--- config.mk ---
export PLATFORM = sky130hd
export DESIGN_NAME = json_string_unescape
export DESIGN_NICKNAME = d
export VERILOG_FILES = /design/src/jsu_pkg.sv /design/src/jsu_decode.sv /design/src/jsu_emit.sv /design/src/json_string_unescape.sv
export SDC_FILE = /design/constraint.sdc
export NUM_CORES = 1
export LEC_CHECK = 0
export ABC_AREA = 1
export BUFFER_PORTS_ARGS = -buffer_cell sky130_fd_sc_hd__buf_4
export CAP_MARGIN = 25
export CORE_MARGIN = 8
export CORE_UTILIZATION = 43
export CTS_BUF_LIST = sky130_fd_sc_hd__clkbuf_2 sky130_fd_sc_hd__clkbuf_4 sky130_fd_sc_hd__clkbuf_8
export DETAILED_ROUTE_END_ITERATION = 12
export SLEW_MARGIN = 10
export SYNTH_ARGS = -nofsm -noshare
export SYNTH_HDL_FRONTEND = slang
export SYNTH_SLANG_ARGS = --single-unit
--- constraint.sdc ---
create_clock -name clk -period 2.7 [get_ports clk]
set_input_delay 0.405 -clock clk [delete_from_list [all_inputs] [get_ports clk]]
set_output_delay 0.405 -clock clk [all_outputs]
set_load 0.02 [all_outputs]
--- src/jsu_pkg.sv ---
// Shared types and constants for the JSON string unescape block.
`default_nettype none

package jsu_pkg;

  // Result kinds carried on the master tuser field.
  localparam logic [1:0] KIND_DATA = 2'd0;
  localparam logic [1:0] KIND_OK   = 2'd1;
  localparam logic [1:0] KIND_ERR  = 2'd2;

  // Most results that one input byte can cause.
  localparam int unsigned MAX_RESULTS = 4;

  // Results of one input byte, handed from the decoder to the output stage.
  typedef struct packed {
    logic [2:0]                        count;
    logic [MAX_RESULTS-1:0][7:0]       data;
    logic [MAX_RESULTS-1:0][1:0]       kind;
  } jsu_bundle_t;

endpackage

`default_nettype wire

--- src/jsu_decode.sv ---
// Escape decoder: holds the string state and turns one byte into its results.
`default_nettype none

module jsu_decode
  import jsu_pkg::*;
(
  input  wire logic        clk,
  input  wire logic        rst,
  input  wire logic        accept,
  input  wire logic [7:0]  in_byte,
  input  wire logic        text_ends,
  output jsu_bundle_t      bundle
);

  typedef enum logic [1:0] {
    MODE_PLAIN = 2'd0,
    MODE_ESC   = 2'd1,
    MODE_HEX   = 2'd2
  } mode_t;

  localparam logic [7:0] CH_QUOTE = 8'h22;
  localparam logic [7:0] CH_BSL   = 8'h5C;
  localparam logic [7:0] CH_QMARK = 8'h3F;
  localparam logic [7:0] CH_N     = 8'h6E;
  localparam logic [7:0] CH_T     = 8'h74;
  localparam logic [7:0] CH_R     = 8'h72;
  localparam logic [7:0] CH_B     = 8'h62;
  localparam logic [7:0] CH_F     = 8'h66;
  localparam logic [7:0] CH_U     = 8'h75;

  mode_t       mode;
  logic [1:0]  hex_count;
  logic [15:0] code_accum;
  logic        hex_ok;

  mode_t       mode_next;
  logic [1:0]  hex_count_next;
  logic [15:0] code_accum_next;
  logic        hex_ok_next;

  logic [2:0][7:0] dbyte;
  logic [1:0]      ndata;
  logic            closed;
  logic            nib_ok;
  logic [3:0]      nib;
  logic [15:0]     acc_shift;
  logic            ok_shift;

  // Hex digit value, with a flag for a valid digit.
  function automatic logic [4:0] hex_nibble(input logic [7:0] c);
    logic [4:0] r;
    r = 5'd0;
    if (c >= 8'h30 && c <= 8'h39) begin
      r = {1'b1, c[3:0]};
    end else if ((c >= 8'h61 && c <= 8'h66) || (c >= 8'h41 && c <= 8'h46)) begin
      r = {1'b1, c[3:0] + 4'd9};
    end
    return r;
  endfunction

  // Next state and the decoded data bytes of this input byte.
  always_comb begin
    mode_next       = mode;
    hex_count_next  = hex_count;
    code_accum_next = code_accum;
    hex_ok_next     = hex_ok;
    dbyte           = '0;
    ndata           = 2'd0;
    closed          = 1'b0;
    {nib_ok, nib}   = hex_nibble(in_byte);
    acc_shift       = {code_accum[11:0], nib};
    ok_shift        = hex_ok & nib_ok;

    unique case (mode)
      MODE_ESC: begin
        mode_next = MODE_PLAIN;
        ndata     = 2'd1;
        case (in_byte)
          CH_N: dbyte[0] = 8'h0A;
          CH_T: dbyte[0] = 8'h09;
          CH_R: dbyte[0] = 8'h0D;
          CH_B: dbyte[0] = 8'h08;
          CH_F: dbyte[0] = 8'h0C;
          CH_U: begin
            mode_next       = MODE_HEX;
            hex_count_next  = 2'd0;
            code_accum_next = 16'd0;
            hex_ok_next     = 1'b1;
            dbyte[0]        = CH_QMARK;
            ndata           = text_ends ? 2'd1 : 2'd0;
          end
          default: dbyte[0] = in_byte;
        endcase
      end
      MODE_HEX: begin
        code_accum_next = acc_shift;
        hex_ok_next     = ok_shift;
        if (hex_count == 2'd3) begin
          mode_next       = MODE_PLAIN;
          hex_count_next  = 2'd0;
          code_accum_next = 16'd0;
          hex_ok_next     = 1'b1;
          if (!ok_shift || (acc_shift >= 16'hD800 && acc_shift <= 16'hDFFF)) begin
            dbyte[0] = CH_QMARK;
            ndata    = 2'd1;
          end else if (acc_shift < 16'h0080) begin
            dbyte[0] = acc_shift[7:0];
            ndata    = 2'd1;
          end else if (acc_shift < 16'h0800) begin
            dbyte[0] = {3'b110, acc_shift[10:6]};
            dbyte[1] = {2'b10, acc_shift[5:0]};
            ndata    = 2'd2;
          end else begin
            dbyte[0] = {4'b1110, acc_shift[15:12]};
            dbyte[1] = {2'b10, acc_shift[11:6]};
            dbyte[2] = {2'b10, acc_shift[5:0]};
            ndata    = 2'd3;
          end
        end else begin
          hex_count_next = hex_count + 2'd1;
          dbyte[0]       = CH_QMARK;
          ndata          = text_ends ? 2'd1 : 2'd0;
        end
      end
      default: begin
        if (in_byte == CH_QUOTE) begin
          closed = 1'b1;
        end else if (in_byte == CH_BSL) begin
          dbyte[0] = CH_BSL;
          if (text_ends) begin
            ndata = 2'd1;
          end else begin
            mode_next = MODE_ESC;
          end
        end else begin
          dbyte[0] = in_byte;
          ndata    = 2'd1;
        end
      end
    endcase

    // A closing quote or the end of the text returns to the idle state.
    if (closed || text_ends) begin
      mode_next       = MODE_PLAIN;
      hex_count_next  = 2'd0;
      code_accum_next = 16'd0;
      hex_ok_next     = 1'b1;
    end
  end

  // Assemble the result list: an ok marker alone, or data bytes then, when the text ends, an error marker.
  always_comb begin
    bundle = '0;
    if (closed) begin
      bundle.count   = 3'd1;
      bundle.kind[0] = KIND_OK;
    end else begin
      for (int i = 0; i < 3; i++) begin
        bundle.data[i] = dbyte[i];
        bundle.kind[i] = KIND_DATA;
      end
      bundle.count = {1'b0, ndata};
      if (text_ends) begin
        for (int i = 0; i < MAX_RESULTS; i++) begin
          if (i[1:0] == ndata) begin
            bundle.data[i] = 8'h00;
            bundle.kind[i] = KIND_ERR;
          end
        end
        bundle.count = {1'b0, ndata} + 3'd1;
      end
    end
  end

  // State registers, updated on each accepted transaction.
  always_ff @(posedge clk) begin
    if (rst) begin
      mode       <= MODE_PLAIN;
      hex_count  <= 2'd0;
      code_accum <= 16'd0;
      hex_ok     <= 1'b1;
    end else if (accept) begin
      mode       <= mode_next;
      hex_count  <= hex_count_next;
      code_accum <= code_accum_next;
      hex_ok     <= hex_ok_next;
    end
  end

endmodule

`default_nettype wire

--- src/jsu_emit.sv ---
// Output stage: holds the results of one byte and sends them one per cycle while the receiver is ready.
`default_nettype none

module jsu_emit
  import jsu_pkg::*;
(
  input  wire logic        clk,
  input  wire logic        rst,
  input  wire logic        load,
  input  jsu_bundle_t      bundle,
  output logic             load_ready,
  output logic             m_tvalid,
  input  wire logic        m_tready,
  output logic [7:0]       m_tdata,
  output logic [1:0]       m_tuser,
  output logic             m_tlast
);

  logic [2:0]                  left;
  logic [1:0]                  idx;
  logic [MAX_RESULTS-1:0][7:0] data;
  logic [MAX_RESULTS-1:0][1:0] kind;
  logic                        take;

  // The holding register frees up once its final result is taken.
  assign m_tvalid   = (left != 3'd0);
  assign take       = m_tvalid && m_tready;
  assign load_ready = (left == 3'd0) || ((left == 3'd1) && m_tready);

  assign m_tdata = data[idx];
  assign m_tuser = kind[idx];
  assign m_tlast = (left == 3'd1);

  // Control counters.
  always_ff @(posedge clk) begin
    if (rst) begin
      left <= 3'd0;
      idx  <= 2'd0;
    end else if (load) begin
      left <= bundle.count;
      idx  <= 2'd0;
    end else if (take) begin
      left <= left - 3'd1;
      idx  <= idx + 2'd1;
    end
  end

  // Result payload.
  always_ff @(posedge clk) begin
    if (load) begin
      data <= bundle.data;
      kind <= bundle.kind;
    end
  end

endmodule

`default_nettype wire

--- src/json_string_unescape.sv ---
// Top level of the JSON string unescape block.
//
// Slave channel: one raw byte of a string body per transaction, the bytes
// after the opening quote; s_tlast marks the last byte of the available text.
// Master channel: decoded bytes, one per transaction. m_tuser gives the kind
// (0 data byte, 1 string closed ok, 2 unterminated string error) and m_tlast
// marks the final result caused by one input byte.
//
// An input byte is decoded in the cycle it is accepted and its results
// (none to four) appear on the master side from the next cycle, one per
// cycle while the receiver is ready, and a byte with at most one result is
// taken every cycle too; a byte with more results holds the slave side until
// the single output register stage that drains them has sent the last one.
//
// Reset returns the decoder to plain characters and drops pending results.
// When the receiver stalls, the current result holds and the slave side
// accepts a new byte only as the last pending result is taken.
`default_nettype none

module json_string_unescape
  import jsu_pkg::*;
(
  input  wire logic        clk,
  input  wire logic        rst,
  input  wire logic        s_tvalid,
  output logic             s_tready,
  input  wire logic [7:0]  s_tdata,   // in_byte
  input  wire logic        s_tlast,   // text_ends
  output logic             m_tvalid,
  input  wire logic        m_tready,
  output logic [7:0]       m_tdata,   // out_byte
  output logic [1:0]       m_tuser,   // item_kind
  output logic             m_tlast    // last_of_run
);

  jsu_bundle_t bundle;
  logic        accept;

  assign accept = s_tvalid && s_tready;

  // Escape decoding and state.
  jsu_decode u_decode (
    .clk       (clk),
    .rst       (rst),
    .accept    (accept),
    .in_byte   (s_tdata),
    .text_ends (s_tlast),
    .bundle    (bundle)
  );

  // Result holding register and serializer.
  jsu_emit u_emit (
    .clk        (clk),
    .rst        (rst),
    .load       (accept),
    .bundle     (bundle),
    .load_ready (s_tready),
    .m_tvalid   (m_tvalid),
    .m_tready   (m_tready),
    .m_tdata    (m_tdata),
    .m_tuser    (m_tuser),
    .m_tlast    (m_tlast)
  );

endmodule

`default_nettype wire

==> flow_metrics.env <==
export IMPL_peakVddDrop_mv=0.371
export IMPL_firstDrtPassIters=4
export IMPL_setup_violations=0
export IMPL_synth_edf_count=27
export IMPL_numCtsBuffers=5
export IMPL_routed_wl_um=8950
export IMPL_yosys_warnings=0
export IMPL_fmax_ghz=0.403
export IMPL_grt_pass1_vias=2916
export IMPL_powerDensity_nw_per_um2=760
export IMPL_synth_top_family_by_area="simple AND/OR/NAND/NOR gates"
export IMPL_synth_distinct_cells=46
export IMPL_antenna_found_initial=0
export IMPL_dp_hpwl_um=7200
export IMPL_clk_latency_ps=320
export IMPL_final_cell_mix="nand2_1, nor2_1, inv_1"
export IMPL_worst_path_max_delay_cell="dfxtp_1"
export IMPL_die_h_um=103
export IMPL_hold_violations=0
export IMPL_drc=0
export IMPL_syn_area_per_cell_um2=7.46
export IMPL_syn_inst=439
export IMPL_cts_root_buf="clkbuf_8"
export IMPL_rows=32
export IMPL_async_reset_ff_frac=0
export IMPL_num_vias=3025
export IMPL_power_leakage_nw=1.58
export IMPL_nNetsFinal=507
export IMPL_syn_area_um2=3280
export IMPL_grt_pass1_wl_um=14700
export IMPL_crit_type="reg2reg"
export IMPL_die_width_um=103
export IMPL_hp_class="in2reg"
export IMPL_tightest_slew_ps=570
export IMPL_overflow=0
export IMPL_power_total_w=0.00288
export IMPL_drtAntennaViolNets=0
export IMPL_min_period_ps=2480
export IMPL_grtUsageTotal=0.180
export IMPL_drv_slew=0
export IMPL_rsz0062_at_grt="false"
export IMPL_place_congestion=0.948
export IMPL_synthFlopType="edfxtp_1"
export IMPL_final_common_cell="nand2_1"
export IMPL_drv_cap=0
export IMPL_post_route_util=0.500
export IMPL_fin_crit_sh=0.920
export IMPL_synth_net_count=466
export IMPL_relSlewSlack=0.619
export IMPL_cp_slowest_stage_delay_ps=340
export IMPL_worstPathMaxFanout=5
export IMPL_grt_max_degree=29
export IMPL_end_kind="flip-flop"
export IMPL_layout_drive_gt1_share=0.191
export IMPL_first_iter_violations=164
export IMPL_antenna_cells=0
export IMPL_area_growth_syn_to_layout_pct=15.6
export IMPL_cts_hold_fix_buffers=0
export IMPL_tritoncts="done"
export IMPL_required_ps=2870
export IMPL_yosys_mux_area_fraction=0
export IMPL_path_cells="inv_1 > ha_1 > inv_1 > nor2_1 > a211oi_1 > nand2_1 > nand2_1 > inv_1 > ha_1 > a21oi_1 > nand2_1 > nor3_2 > o21a_1"
export IMPL_fin_ws_ps=217
export IMPL_post_cts_buffers=0
export IMPL_clk_pin_slew_ps=90
export IMPL_synthAdderAreaFrac=0.0535
export IMPL_wl_per_cell_um=15.4
export IMPL_pin_count=26
export IMPL_status="finished clean"
export IMPL_post_cts_resized=0
export IMPL_startpoint_type="flip-flop"
export IMPL_initial_core_util=0.433
export IMPL_synth_seq_cells=49
export IMPL_core_area_um2=7570
export IMPL_yosysSeqAreaShare=0.382
export IMPL_clockBufferDepth=2
export IMPL_die_area_um2=10700
export IMPL_h_tree_depth=2
export IMPL_post_place_ws_ps=-160
export IMPL_finalClockSkew_ps=16.1
export IMPL_routed_via_density=5.19
export IMPL_cts_num_sinks=49
export IMPL_synth_compound_area_frac=0.155
export IMPL_synth_xor_area_frac=0.00802
export IMPL_tns_ps=0
export IMPL_port_buffers=25
export IMPL_arrival_ps=2650
export IMPL_yosys_area_share_simple=0.321
metrics by stage:
stage	std cells	cell area, um^2	hold WS [ps]
2_1_floorplan	439	3280	443
3_3_place_gp	575	3690	461
3_5_place_dp	575	3690	466
4_1_cts	583	3780	371
5_1_grt	583	3790	383
6_report	583	3790	374
registers in the layout (all words and copies together) (netlist names):
| name | count |
|---|---|
| u_decode.code_accum | 12 |
| u_decode.hex_count | 2 |
| u_decode.hex_ok | 1 |
| u_decode.mode | 2 |
| u_emit.data | 22 |
| u_emit.idx | 2 |
| u_emit.kind | 5 |
| u_emit.left | 3 |
cells in the mapped netlist (all sizes together), types with 4 or more instances:
cell type  instances  area share
nand2            104        0.13
nor2              71       0.095
inv               54       0.062
a21oi             36       0.057
nand3             28       0.055
edfxtp            27        0.25
o21ai             24       0.037
dfxtp             22        0.13
ha                14       0.053
nor3               8       0.021
clkbuf             7      0.0080
o31ai              7       0.016
a31oi              6       0.011
nand4              5       0.014
buf                4      0.0076
routing by layer:
layer  track usage  share of wire  vias to the layer above  wire (um)
met5             0              0                        -          0
met4        0.0534          0.015                        0        131
met3        0.0355          0.068                       14        610
met2         0.294           0.46                       74       4100
met1         0.235           0.46                     1405       4110
li1              -              -                     1532          -
where the power goes:
group | internal, W | switching, W | leakage, nW
Sequential | 0.00101 | 0.0000632 | 0.439
Clock | 0.000195 | 0.000260 | 0.0490
Combinational | 0.000480 | 0.000873 | 1.10
final cells by class:
cell class | instances | area (um^2)
clock buffer | 6 | 76.3
clock inverter | 2 | 13.8
fill | 781 | 3780
inverter | 56 | 211
multi-input combinational | 323 | 1770
sequential | 49 | 1250
tap | 102 | 128
timing repair buffer | 45 | 338
path summary, 6_finish.rpt:
check / cells after the start / from / to / slack, ps
max: 13 / u_decode.mode[1]$_SDFFE_PP0P_ / u_emit.data[13]$_SDFFCE_PP0P_ / 220
min: 2 / rst / u_decode.code_accum[5]$_SDFFE_PP0P_ / 370
max reg2reg: 13 / u_decode.mode[1]$_SDFFE_PP0P_ / u_emit.data[13]$_SDFFCE_PP0P_ / 220
min reg2reg: 2 / u_decode.hex_count[1]$_SDFFE_PP0P_ / u_decode.hex_count[1]$_SDFFE_PP0P_ / 480
kinds of logic after synthesis:
family	Yosys count
buffers and inverters	67
and+or+nand+nor	219
xor gates and xnor gates	3
AOI/OAI and AO/OA	87
adders and majority gates	14
DFF	49
critical path: cells and delay by family (launching register included):
| kind | cells | cell delay, ps |
|---|---|---|
| AOI/OAI and AO/OA | 3 | 550 |
| adders and majority gates | 2 | 460 |
| and+or+nand+nor | 5 | 700 |
| buffers and inverters | 3 | 310 |
| DFF | 1 | 340 |
(Power assumes the default switching activity.)
